**config.mk**
```make
export PLATFORM = sky130hd
export DESIGN_NAME = pio_dec_ctrl
export DESIGN_NICKNAME = d
export VERILOG_FILES = /design/src/rtl/pio_dec_pkg.sv /design/src/rtl/pio_dec_ctrl.sv
export SDC_FILE = /design/constraint.sdc
export NUM_CORES = 1
export LEC_CHECK = 0
export BUFFER_PORTS_ARGS = -buffer_cell sky130_fd_sc_hd__buf_2
export CAP_MARGIN = 40
export CELL_PAD_IN_SITES_DETAIL_PLACEMENT = 0
export CELL_PAD_IN_SITES_GLOBAL_PLACEMENT = 1
export CORE_AREA = 10 10 47 49
export CTS_BUF_LIST = sky130_fd_sc_hd__clkbuf_8 sky130_fd_sc_hd__clkbuf_16
export CTS_CLUSTER_DIAMETER = 200
export CTS_CLUSTER_SIZE = 12
export DETAILED_ROUTE_END_ITERATION = 16
export DIE_AREA = 0 0 57 59
export HOLD_SLACK_MARGIN = 0.05
export PLACE_DENSITY = 0.6
export SLEW_MARGIN = 20
export SYNTH_ARGS = -nofsm -noshare
export SYNTH_HDL_FRONTEND = slang
export SYNTH_SLANG_ARGS = --single-unit
```
**constraint.sdc**
```tcl
create_clock -name clk_i -period 1.4 [get_ports clk_i]
set_input_delay 0.07 -clock clk_i [delete_from_list [all_inputs] [get_ports clk_i]]
set_output_delay 0.07 -clock clk_i [all_outputs]
set_load 0.005 [all_outputs]
```
**src/rtl/pio_dec_pkg.sv**
```systemverilog
`timescale 1ns / 1ps
`default_nettype none
// ----------------------------------------------------------------------------
// pio_dec_pkg
// shared types and constants of the port i/o decoder
// ----------------------------------------------------------------------------
package pio_dec_pkg;

  localparam int unsigned SPACE_BYTES_DEF  = 65536;
  localparam int unsigned WINDOW_COUNT_DEF = 8;

  localparam int unsigned ADDR_W    = 16;
  localparam int unsigned LAST_W    = ADDR_W + 1;
  localparam int unsigned DATA_W    = 32;
  localparam int unsigned CNT_W     = 3;
  localparam int unsigned LANE_W    = 2;
  localparam int unsigned WIN_W     = 33;
  localparam int unsigned WIN_IDX_W = 3;
  localparam int unsigned CFG_IDX_W = 4;

  localparam int unsigned WIN_EN_BIT  = 32;
  localparam int unsigned WIN_HI_LSB  = 16;

  typedef enum logic [1:0] {
    STATUS_OK        = 2'd0,
    STATUS_BAD_COUNT = 2'd1,
    STATUS_PAST_END  = 2'd2
  } status_e;

  typedef struct packed {
    logic clear;
    logic load;
    logic check;
    logic step;
  } cmd_t;

  typedef struct packed {
    logic clr_done;
    logic err;
    logic last_byte;
  } sts_t;

endpackage

`default_nettype wire

```
**src/rtl/pio_dec_ctrl.sv**
```systemverilog
`timescale 1ns / 1ps
`default_nettype none
// ----------------------------------------------------------------------------
// pio_dec_ctrl
// controller: memory clear after reset, access sequencing, result strobe
// ----------------------------------------------------------------------------
module pio_dec_ctrl (
  input  wire logic              clk_i,
  input  wire logic              rst_ni,
  input  wire logic              start,
  input  wire pio_dec_pkg::sts_t sts_i,
  output pio_dec_pkg::cmd_t      cmd_o,
  output logic                   busy_o,
  output logic                   done_o
);

  import pio_dec_pkg::*;

  typedef enum logic [2:0] {
    ST_CLEAR,
    ST_IDLE,
    ST_CHECK,
    ST_XFER,
    ST_DRAIN,
    ST_RESP
  } state_e;

  state_e state_q;
  logic   busy_q;
  logic   done_q;

  always_ff @(posedge clk_i or negedge rst_ni) begin
    if (!rst_ni) begin
      state_q <= ST_CLEAR;
      busy_q  <= 1'b1;
      done_q  <= 1'b0;
    end else begin
      case (state_q)
        ST_CLEAR: begin
          if (sts_i.clr_done) begin
            state_q <= ST_IDLE;
            busy_q  <= 1'b0;
          end
        end
        ST_IDLE: begin
          if (start) begin
            state_q <= ST_CHECK;
            busy_q  <= 1'b1;
          end
        end
        ST_CHECK: begin
          if (sts_i.err) begin
            state_q <= ST_RESP;
            done_q  <= 1'b1;
          end else begin
            state_q <= ST_XFER;
          end
        end
        ST_XFER: begin
          if (sts_i.last_byte) begin
            state_q <= ST_DRAIN;
          end
        end
        ST_DRAIN: begin
          state_q <= ST_RESP;
          done_q  <= 1'b1;
        end
        ST_RESP: begin
          state_q <= ST_IDLE;
          done_q  <= 1'b0;
          busy_q  <= 1'b0;
        end
        default: begin
          state_q <= ST_IDLE;
          done_q  <= 1'b0;
          busy_q  <= 1'b0;
        end
      endcase
    end
  end

  always_comb begin
    cmd_o       = '0;
    cmd_o.clear = (state_q == ST_CLEAR);
    cmd_o.load  = (state_q == ST_IDLE) && start;
    cmd_o.check = (state_q == ST_CHECK);
    cmd_o.step  = (state_q == ST_XFER);
  end

  assign busy_o = busy_q;
  assign done_o = done_q;

endmodule

`default_nettype wire

```
=== Yosys cells after proc, flatten, opt, wreduce, memory -nomap -nowiden ===
Index checks and enable logic that the tools add are counted.

* Register bits after elaboration: 5
* Output and inout bits: 6

* Equality and inequality tests: 8
* Muxes and demuxes: 10
* Bitwise gates (word level): 2
* Reductions and logical operators: 7

{| class="wikitable"
|+ Operators by type and width
! operator !! count
|-
| 3-bit case mux with 5 select lines || 1
|-
| 3-bit 2-to-1 mux || 4
|-
| 2-bit != test (second input constant) || 4
|-
| 3-bit by 2-bit == test with 1-bit output (second input constant) || 2
|-
| 1-bit case mux with 3 select lines || 2
|-
| 3-bit AND reduction || 2
|-
| 3-bit OR reduction || 2
|-
| 3-bit by 1-bit == test with 1-bit output (second input constant) || 1
|-
| 3-bit == test (second input constant) || 1
|-
| 3-bit logical NOT || 1
|-
| 1-bit 2-to-1 mux || 3
|-
| 1-bit inverter || 2
|-
| 2-bit AND reduction || 1
|-
| 1-bit logical AND || 1
|}

=== Longest topological paths before layout ===
Gate-level depths: netlist of the first run.

* Depth after elaboration: 4
* Depth in mapped cells: 4

=== Worst setup path after synthesis of the first run ===
Ideal clock, no wire load.

* Kind: flip-flop to flip-flop
* Start point: register state_q[1]
* End point: register busy_q (netlist: busy_o)
* Library setup time: 0.093 ns
* Data arrival time: 1.002 ns
* Data required time: 1.307 ns
* Slack: 0.305 ns
* Stages on the path, launching flop included: 4
* Period minus slack after synthesis: 1.095 ns
* Cell sequence: dfrtp_1 -> or4b_1 -> o21ai_1 -> a211oi_1

* Longest elaborated chain between the ends: 4
* Elaborated cells on any way between the ends: 11
* Those cells by class: 6 x eq/ne; 1 x mux; 1 x bitwise; 3 x reduce/logical

{| class="wikitable"
|+ Ends and longest elaborated chain
! what !! line !! text
|-
| start: declaration || pio_dec_ctrl.sv:28 || <nowiki>state_e state_q;</nowiki>
|-
| start signal: assignment || pio_dec_ctrl.sv:34 || <nowiki>state_q <= ST_CLEAR;</nowiki>
|-
| start signal: assignment || pio_dec_ctrl.sv:41 || <nowiki>state_q <= ST_IDLE;</nowiki>
|-
| start signal: assignment || pio_dec_ctrl.sv:47 || <nowiki>state_q <= ST_CHECK;</nowiki>
|-
| 3-bit by 2-bit == test with 1-bit output or 3-bit == test (tied branches) || pio_dec_ctrl.sv:38 || <nowiki>case (state_q)</nowiki>
|-
| 3-bit OR reduction (no source line) || -- ||
|-
| 1-bit inverter (no source line) || -- ||
|-
| 3-bit AND reduction (no source line) || -- ||
|-
| end signal: assignment || pio_dec_ctrl.sv:35 || <nowiki>busy_q <= 1'b1;</nowiki>
|-
| end signal: assignment || pio_dec_ctrl.sv:42 || <nowiki>busy_q <= 1'b0;</nowiki>
|-
| end signal: assignment || pio_dec_ctrl.sv:48 || <nowiki>busy_q <= 1'b1;</nowiki>
|-
| end: declaration || pio_dec_ctrl.sv:29 || <nowiki>logic busy_q;</nowiki>
|}

Parallel ways exist; a longest one is shown, timed or not.
A chain may end at the register's enable or synchronous reset.

=== Worst setup path in the final report of the first run ===
Ends and elaborated chain as after synthesis.

==> impl_metrics.ini, run 1 <==
[cts]
path_clk_slew_ns = 0.03
cts_resized = 0
cts_buffers = 3
clockBufferDepth = 2
h-tree-depth = 1
cts_sinks = 5
cts_root_buffer = clkbuf_8
post_cts_buffers = 0
cts_tree = yes
clock_latency_ns = 0.22

[die]
dieArea_sq_um = 3360
start_util = 0.214
core_sq_um = 1400
row_count = 14
io_pins = 12
die_h_um = 59
fp.dieW_um = 57

[place]
dp_slack_ns = 0.167
dpl.hpwl_um = 576
portBuffers = 11
gp_congestion = 0.723
dp.cells = 60
dpl_cell_area_sq_um = 370

[timing]
max_freq_mhz = 803
min_period_over_period = 0.890
rsz0062_at_grt = false
relSlewSlack = 0.784
worst_slew_pin_slew_ns = 0.324
setup-tns-final_ns = 0
fin_ws_ns = 0.155
slew_viol_final = 0
finalSetupViolations = 0
skew_ns = 0.000897
min_period_ns = 1.25
finalHoldViolCount = 0

[route]
routedWlPerCell_um = 11.3
finalWirelength_um = 735
drtIter0Drc = 4
vias = 279
vias_per_cell = 4.29
drtPass1Iterations = 2
drc = 0
ant_nets = 0

[cells_and_area]
num-fill-cells = 154
register_area_sq_um = 126
area_delta_synth_final_pct = 41.7
final_cells = 65
multiInputGateArea_sq_um = 143
antenna_cells = 0
fin_area_sq_um = 425
drive_gt1_frac = 0.347
nNetsFinal = 56

[global_routing]
grt_max_degree = 14
gr-total-overflow = 0
antenna_found_initial = 0
grt_pass1_vias = 286
track_usage = 0.0446
grt_pass1_wl_um = 1190

[worst_setup_path]
required_ns = 1.54
cp.arrival_ns = 1.38
cp_max_fo = 13
cp-end-kind = register
path_class = register to register
start_kind = register

[synth]
synthTopCellsByCount = 4 x a21oi_1, 4 x dfrtp_1, 3 x inv_1, 3 x nor2_1, 3 x o21ai_1
synth_area_sq_um = 300
async_reset_ff_frac = 1.00
synth_flop_cell = dfrtp_1
yosys.cell_types.count = 19
synth_nets = 40
synth-seq-cells = 5
yosys.area.top_type_share = 0.333
netlist_top_cells_area = dfrtp_1 33%, dfstp_2 8.8%, a21oi_1 6.7%
ys_seq_area_frac = 0.421
synth_edf_count = 0
yosys_warnings = 0
avgSynthCellArea_sq_um = 8.83
yosys.area.top_type = dfrtp_1
syn_inst = 34

[pwr]
total_power_mw = 0.942
p_per_area_nw_per_um2 = 2210
ir_drop_uv = 801
p_leak_nw = 0.216

[flow_run]
cap_violations = 0

[min_path]
hold_class = input port to register

[outcome]
status = finished, final reports clean
-- worst max-delay path: stages (launching register included) --
cell,delay [ns]
dfrtp_1,0.48
or4b_1,0.53
o21ai_1,0.09
a211oi_1,0.06
-- metrics by stage --
| step | util | hold WS (ns) |
|---|---|---|
| 2_1_floorplan | - | -0.226 |
| 3_3_place_gp | 0.264 | -0.107 |
| 3_5_place_dp | 0.264 | -0.109 |
| 4_1_cts | 0.304 | 0.124 |
| 5_1_grt | 0.304 | 0.123 |
| 6_report | 0.304 | 0.123 |
-- power breakdown --
group / internal (mW) / switching [mW]
registers: 0.220 / 0.0987
clock network: 0.188 / 0.0698
logic: 0.201 / 0.164
total: 0.609 / 0.333
-- state kept, by name, indices dropped and copies added (netlist names) --
signal and flops:
state_q 3, busy_o 1, done_o 1
-- layout make-up --
type / count / area share
repair buffers: 14 / 0.188
inverters: 3 / 0.0265
well taps: 16 / 0.0471
clock inverters: 1 / 0.00882
flip-flops and latches: 5 / 0.297
multi-input cells: 23 / 0.335
clock buffers: 3 / 0.0971
-- what timing repair did --
action,4_1_cts,5_1_grt
endpoints found under the setup margin,0,0
hold buffers,1,0
endpoints found under the hold margin,5,0
-- per-layer routing --
metal,GRT usage,vias to the layer above,part of all wire
met5,0,-,0
met4,0.0201,0,0
met3,0.0343,0,0.071
met2,0.0620,8,0.46
met1,0.0489,121,0.47
li1,-,150,-
-- cells in the final DEF (no fill, tap or decap) --
cell            n
buf_2          11
inv_1           4
a21oi_1         4
dfrtp_1         4
nor2_1          3
o21ai_1         3
clkbuf_8        3
nor3_1          2
nand2_1         2
a211oi_1        2
buf_4           2
nor3b_1         1
and3b_1         1
nor2b_1         1
a211o_1         1
and4bb_1        1
a221o_1         1
or4b_1          1
dfstp_2         1
dlygate4sd3_1   1
-- cell families after synthesis --
logic type,synth area share
buffers and inverters,0.104
AO/OA/AOI/OAI,0.229
AND/OR/NAND/NOR,0.246
flip-flops,0.421
-- final timing paths --
kind	slack, ns	startpoint	end	cells after the start
hold / removal	0.12	sts_i[0]	state_q[2]	2
max in group asynchronous	0.99	rst_ni	busy_o	2
min in group asynchronous	0.20	rst_ni	done_o	2
setup reg to reg	0.15	state_q[1]	busy_o	3
hold reg to reg	0.51	done_o	done_o	2
setup / recovery	0.15	state_q[1]	busy_o	3
Note: power is estimated with default switching activity, not from simulation.
==> run 2: changes to the inputs <==
Settings changed: PLACE_DENSITY 0.6 to 0.62.
Clock period 1.4 ns to 1.06 ns, I/O delays scaled along.
==> impl_metrics.ini, run 2 (same netlist as run 1, synthesis figures left out) <==
[outcome]
status = finished, violations left
violations = negative setup slack

[worst_setup_path]
crit_path_start = state_q[2]
cp-end-kind = register
rrSetupSlack_ns = -0.09
critPathSlowestCell = or4b_4
reg2reg_depth = 3
path_class = register to register
crit_path_cell_trace = or4b_4 > o21ai_2 > a211oi_2
required_ns = 1.20
cp.arrival_ns = 1.29
r2r-end = busy_o
cp_max_fo = 6
regToRegStartpoint = state_q[2]
slowest_delay_ns = 0.52
start_kind = register
setup.worst_path.end = busy_o

[pwr]
p_per_area_nw_per_um2 = 2990
p_leak_nw = 0.280
p_clk_frac = 0.194
ir_drop_uv = 1070
p_comb_frac = 0.572
netSwitchingPower_mw = 0.587
cellInternalPower_mw = 1.14
p_seq_frac = 0.234
switching_share = 0.341

[cells_and_area]
final_cell_mix = 10 x buf_2, 7 x buf_4, 6 x buf_6
final_cells = 75
antenna_cells = 0
area_delta_synth_final_pct = 92.1
nNetsFinal = 66
drive_gt1_frac = 0.695
largest-register = state_q
layout_commonest_cell = buf_2
final_util = 0.412
fin_area_sq_um = 577
largest_reg_flops = 3

[min_path]
hold_class = input port to register

[place]
dpl_cell_area_sq_um = 423
portBuffers = 11
gp_congestion = 0.737
dp.cells = 67

[die]
row_count = 14
io_pins = 12
core_sq_um = 1400
dieArea_sq_um = 3360
die_h_um = 59
fp.dieW_um = 57
start_util = 0.214

[global_routing]
grt_max_degree = 9
grt_pass1_wl_um = 1570
track_usage = 0.0575
antenna_found_initial = 0
grt_pass1_vias = 383
gr-total-overflow = 0

[timing]
setup-tns-final_ns = -0.464
relSlewSlack = 0.879
min_period_over_period = 1.09
finalHoldViolCount = 0
rsz0062_at_grt = true
holdWs_ns = 0.137
min_period_ns = 1.15
finalSetupViolations = 7
max_freq_mhz = 869
worst_slew_pin_slew_ns = 0.181
fin_ws_ns = -0.0912
slew_viol_final = 0
skew_ns = 0.000444

[cts]
clock_latency_ns = 0.22
cts_buffers = 3
clockBufferDepth = 2
path_clk_slew_ns = 0.03
h-tree-depth = 1
cts_tree = yes
cts_root_buffer = clkbuf_8
cts_sinks = 5

[flow_run]
cap_violations = 0

[route]
drtPass1Iterations = 2
drc = 0
vias = 334
finalWirelength_um = 879
ant_nets = 0
vias_per_cell = 4.45
drtIter0Drc = 5
routedWlPerCell_um = 11.7
run 2: changes by cell type in the layout (fill, tap and decap cells not counted), moves of 2 or more:
cell      previous run  this run
a211oi_1             2         0
a211oi_2             0         2
a21oi_1              4         1
a21oi_2              0         3
buf_4                2         7
buf_6                0         6
dfrtp_1              4         2
dfrtp_2              0         2
nor3_1               2         0
nor3_2               0         2
run 2: how the worst min path moves through the flow:
stage,start,to,slack [ns],cells after the start
2_1_floorplan,rst_ni,done_o,-0.24,0
3_3_place_gp,rst_ni,state_q[2],-0.13,1
3_5_place_dp,rst_ni,done_o,-0.13,1
4_1_cts,sts_i[0],state_q[2],0.14,2
5_1_grt,sts_i[0],state_q[2],0.16,2
6_report,sts_i[0],state_q[2],0.14,2
run 2: cell type report:
class / count / area (sq um)
Fill cell: 143 / 825
Multi-Input combinational cell: 23 / 191
Timing Repair Buffer: 24 / 180
Sequential cell: 5 / 129
Clock buffer: 3 / 41.3
Tap cell: 16 / 20.0
Inverter: 3 / 11.3
Clock inverter: 1 / 3.75
run 2: timing repair:
item,4_1_cts,5_1_grt
setup endpoints to repair,8,9
hold buffers,1,0
hold endpoints to repair,5,0
buffers inserted,2,1
pin swaps,1,4
gates resized for setup,10,10
run 2: power groups by stage:
| stage | combinational (mW) | clock (mW) | sequential (mW) |
|---|---|---|---|
| 2_1_floorplan | 0.400 | 0 | 0.347 |
| 3_3_place_gp | 0.691 | 0 | 0.377 |
| 3_5_place_dp | 0.694 | 0 | 0.378 |
| 4_1_cts | 0.869 | 0.347 | 0.391 |
| 5_1_grt | 1.09 | 0.358 | 0.428 |
| 6_report | 0.985 | 0.334 | 0.403 |
run 2: per-stage QoR:
step           worst slack, ns  total power [mW]
2_1_floorplan          -0.0199             0.747
3_3_place_gp            -0.109              1.07
3_5_place_dp            -0.101              1.07
4_1_cts                 -0.107              1.61
5_1_grt                 -0.139              1.88
6_report               -0.0912              1.72
run 2: critical path, delay by kind of cell (launching register included):
| kind | cells | cell delay [ns] |
|---|---|---|
| flip-flops | 1 | 0.43 |
| AND/OR/NAND/NOR | 1 | 0.52 |
| AO/OA/AOI/OAI | 2 | 0.13 |
run 2: routing by layer:
metal	track usage	wire length (um)
met2	0.102	503
met4	0.0403	0
met3	0.0129	9
met5	0	0
met1	0.0583	366
==> run 3: changes to the inputs <==
--- a/config.mk
+++ b/config.mk
@@ -6,4 +6,5 @@
 export NUM_CORES = 1
 export LEC_CHECK = 0
+export ABC_AREA = 1
 export BUFFER_PORTS_ARGS = -buffer_cell sky130_fd_sc_hd__buf_2
 export CAP_MARGIN = 40
@@ -17,5 +18,5 @@
 export DIE_AREA = 0 0 57 59
 export HOLD_SLACK_MARGIN = 0.05
-export PLACE_DENSITY = 0.62
+export PLACE_DENSITY = 0.66
 export SLEW_MARGIN = 20
 export SYNTH_ARGS = -nofsm -noshare
==> constraint.sdc (replaced) <==
create_clock -name clk_i -period 1.06 [get_ports clk_i]
set_input_delay 0.053 -clock clk_i [delete_from_list [all_inputs] [get_ports clk_i]]
set_output_delay 0.053 -clock clk_i [all_outputs]
set_load 0.02 [all_outputs]
==> impl_metrics.ini, run 3 <==
[outcome]
status = finished, violations left
violations = negative setup slack

[route]
vias = 370
routedWlPerCell_um = 11.1
vias_per_cell = 4.35
drc = 0
ant_nets = 0
finalWirelength_um = 947
drtIter0Drc = 3
drtPass1Iterations = 4

[cells_and_area]
final_cell_mix = 9 x buf_4, 7 x buf_2, 6 x buf_6
area_delta_synth_final_pct = 90.9
num-fill-cells = 156
drive_gt1_frac = 0.681
largest-register = state_q
largest_reg_flops = 3
antenna_cells = 0
layout_commonest_cell = buf_4
nNetsFinal = 76

[synth]
synth_area_sq_um = 329
yosysMostFrequentCell = nor2_1
ys_seq_area_frac = 0.384
yosys.area.top_type = dfrtp_1
synth_flop_cell = dfrtp_1
synth-seq-cells = 5
yosys_warnings = 0
yosys.cell_types.count = 18
syn_inst = 42
synth_edf_count = 0
yosys.area.top_type_share = 0.304
synth_nets = 48
netlist_top_cells_area = dfrtp_1 30%, dfstp_2 8.0%, nor2_1 8.0%
synthTopCellsByCount = 7 x nor2_1, 6 x nand2_1, 4 x dfrtp_1, 4 x inv_1
async_reset_ff_frac = 1.00
avgSynthCellArea_sq_um = 7.83

[die]
row_count = 14
start_util = 0.235
core_sq_um = 1400
die_h_um = 59
fp.dieW_um = 57
dieArea_sq_um = 3360
io_pins = 12

[global_routing]
grt_pass1_vias = 426
track_usage = 0.0664
antenna_found_initial = 0
grt_max_degree = 6
grt_pass1_wl_um = 1780
gr-total-overflow = 0

[cts]
clockBufferDepth = 2
cts_sinks = 5
cts_tree = yes
cts_buffers = 3
cts_root_buffer = clkbuf_8
path_clk_slew_ns = 0.04
clock_latency_ns = 0.22
h-tree-depth = 1

[timing]
finalHoldViolCount = 0
worst_slew_pin_slew_ns = 0.224
finalSetupViolations = 9
relSlewSlack = 0.849
holdWs_ns = 0.145
min_period_over_period = 1.15
skew_ns = 0.00298
max_freq_mhz = 818
rsz0062_at_grt = true
setup-tns-final_ns = -0.870
slew_viol_final = 0
min_period_ns = 1.22
fin_ws_ns = -0.162

[place]
portBuffers = 11
dp_slack_ns = -0.0659
dpl.hpwl_um = 651
gp_congestion = 0.736

[worst_setup_path]
critPathSlowestCell = dfrtp_2
cp.arrival_ns = 1.17
cp-end-kind = output port
cp_max_fo = 4
slowest_delay_ns = 0.44
required_ns = 1.01
path_class = register to output port
cp_common_cell = buf_6
crit_path_cell_trace = buf_4 > buf_6 > nand3_2 > inv_2 > buf_6
start_kind = register

[pwr]
p_per_area_nw_per_um2 = 3310
p_leak_nw = 0.330
ir_drop_uv = 1370

[flow_run]
cap_violations = 0

[min_path]
hold_class = input port to register
## run 3: final cells by class
cell class	instances	area, sq um	share of cell area
Tap cell	16	20.0	0.0319
Timing Repair Buffer	23	180	0.287
Sequential cell	5	129	0.205
Clock inverter	1	3.75	0.00598
Inverter	7	26.3	0.0418
Multi-Input combinational cell	30	228	0.363
Clock buffer	3	41.3	0.0657
## run 3: what timing repair did
| action | 4_1_cts | 5_1_grt |
|---|---|---|
| pin swaps | 4 | 6 |
| setup buffers | 7 | 2 |
| hold endpoints to repair | 5 | 0 |
| hold buffers | 1 | 0 |
| resized for setup | 18 | 6 |
| endpoints found under the setup margin | 8 | 9 |
## run 3: path summary, 6_finish.rpt
kind / end / slack, ns / cells past startpoint / startpoint
setup reg to reg: state_q[0] / -0.10 / 7 / state_q[1]
hold reg to reg: done_o / 0.51 / 2 / done_o
hold / removal: done_o / 0.14 / 3 / sts_i[1]
min in group asynchronous: state_q[1] / 0.17 / 2 / rst_ni
setup / recovery: cmd_o[1] / -0.16 / 5 / state_q[1]
max in group asynchronous: busy_o / 0.68 / 2 / rst_ni
## run 3: report_power, final
part,total [mW],switching (mW),leakage (nW),internal [mW]
combinational,1.32,0.680,0.246,0.642
sequential,0.408,0.108,0.0577,0.299
clock,0.349,0.101,0.0269,0.249
total,2.08,0.889,0.330,1.19
## run 3: per-layer routing
metal | global-route usage | routed length, um | up-vias
li1 | - | - | 184
met1 | 0.0672 | 390 | 172
met3 | 0.0343 | 88 | 3
met4 | 0.0503 | 22 | 0
met5 | 0 | 0 | -
met2 | 0.102 | 447 | 11
## run 3: metrics by stage
stage / power, mW / area (sq um) / utilization / instances
6_report: 2.08 / 628 / 0.448 / 85
5_1_grt: 2.25 / 628 / 0.448 / 85
4_1_cts: 2.01 / 602 / 0.429 / 84
3_5_place_dp: 1.25 / 433 / 0.309 / 72
3_3_place_gp: 1.26 / 433 / 0.309 / 72
2_1_floorplan: 0.993 / 335 / - / 42
## run 3: worst max-delay path, delay by kind of cell (launching register included)
family                 cells  cell delay [ns]
flip-flops                 1             0.44
AND/OR/NAND/NOR            1             0.08
buffers and inverters      4             0.43
## run 3: logic make-up after synthesis
group                  Yosys count  share of synthesized area
AO/OA/AOI/OAI                    4                     0.0760
XOR/XNOR                         1                     0.0266
buffers and inverters            7                     0.0798
flip-flops                       5                      0.384
AND/OR/NAND/NOR                 25                      0.433
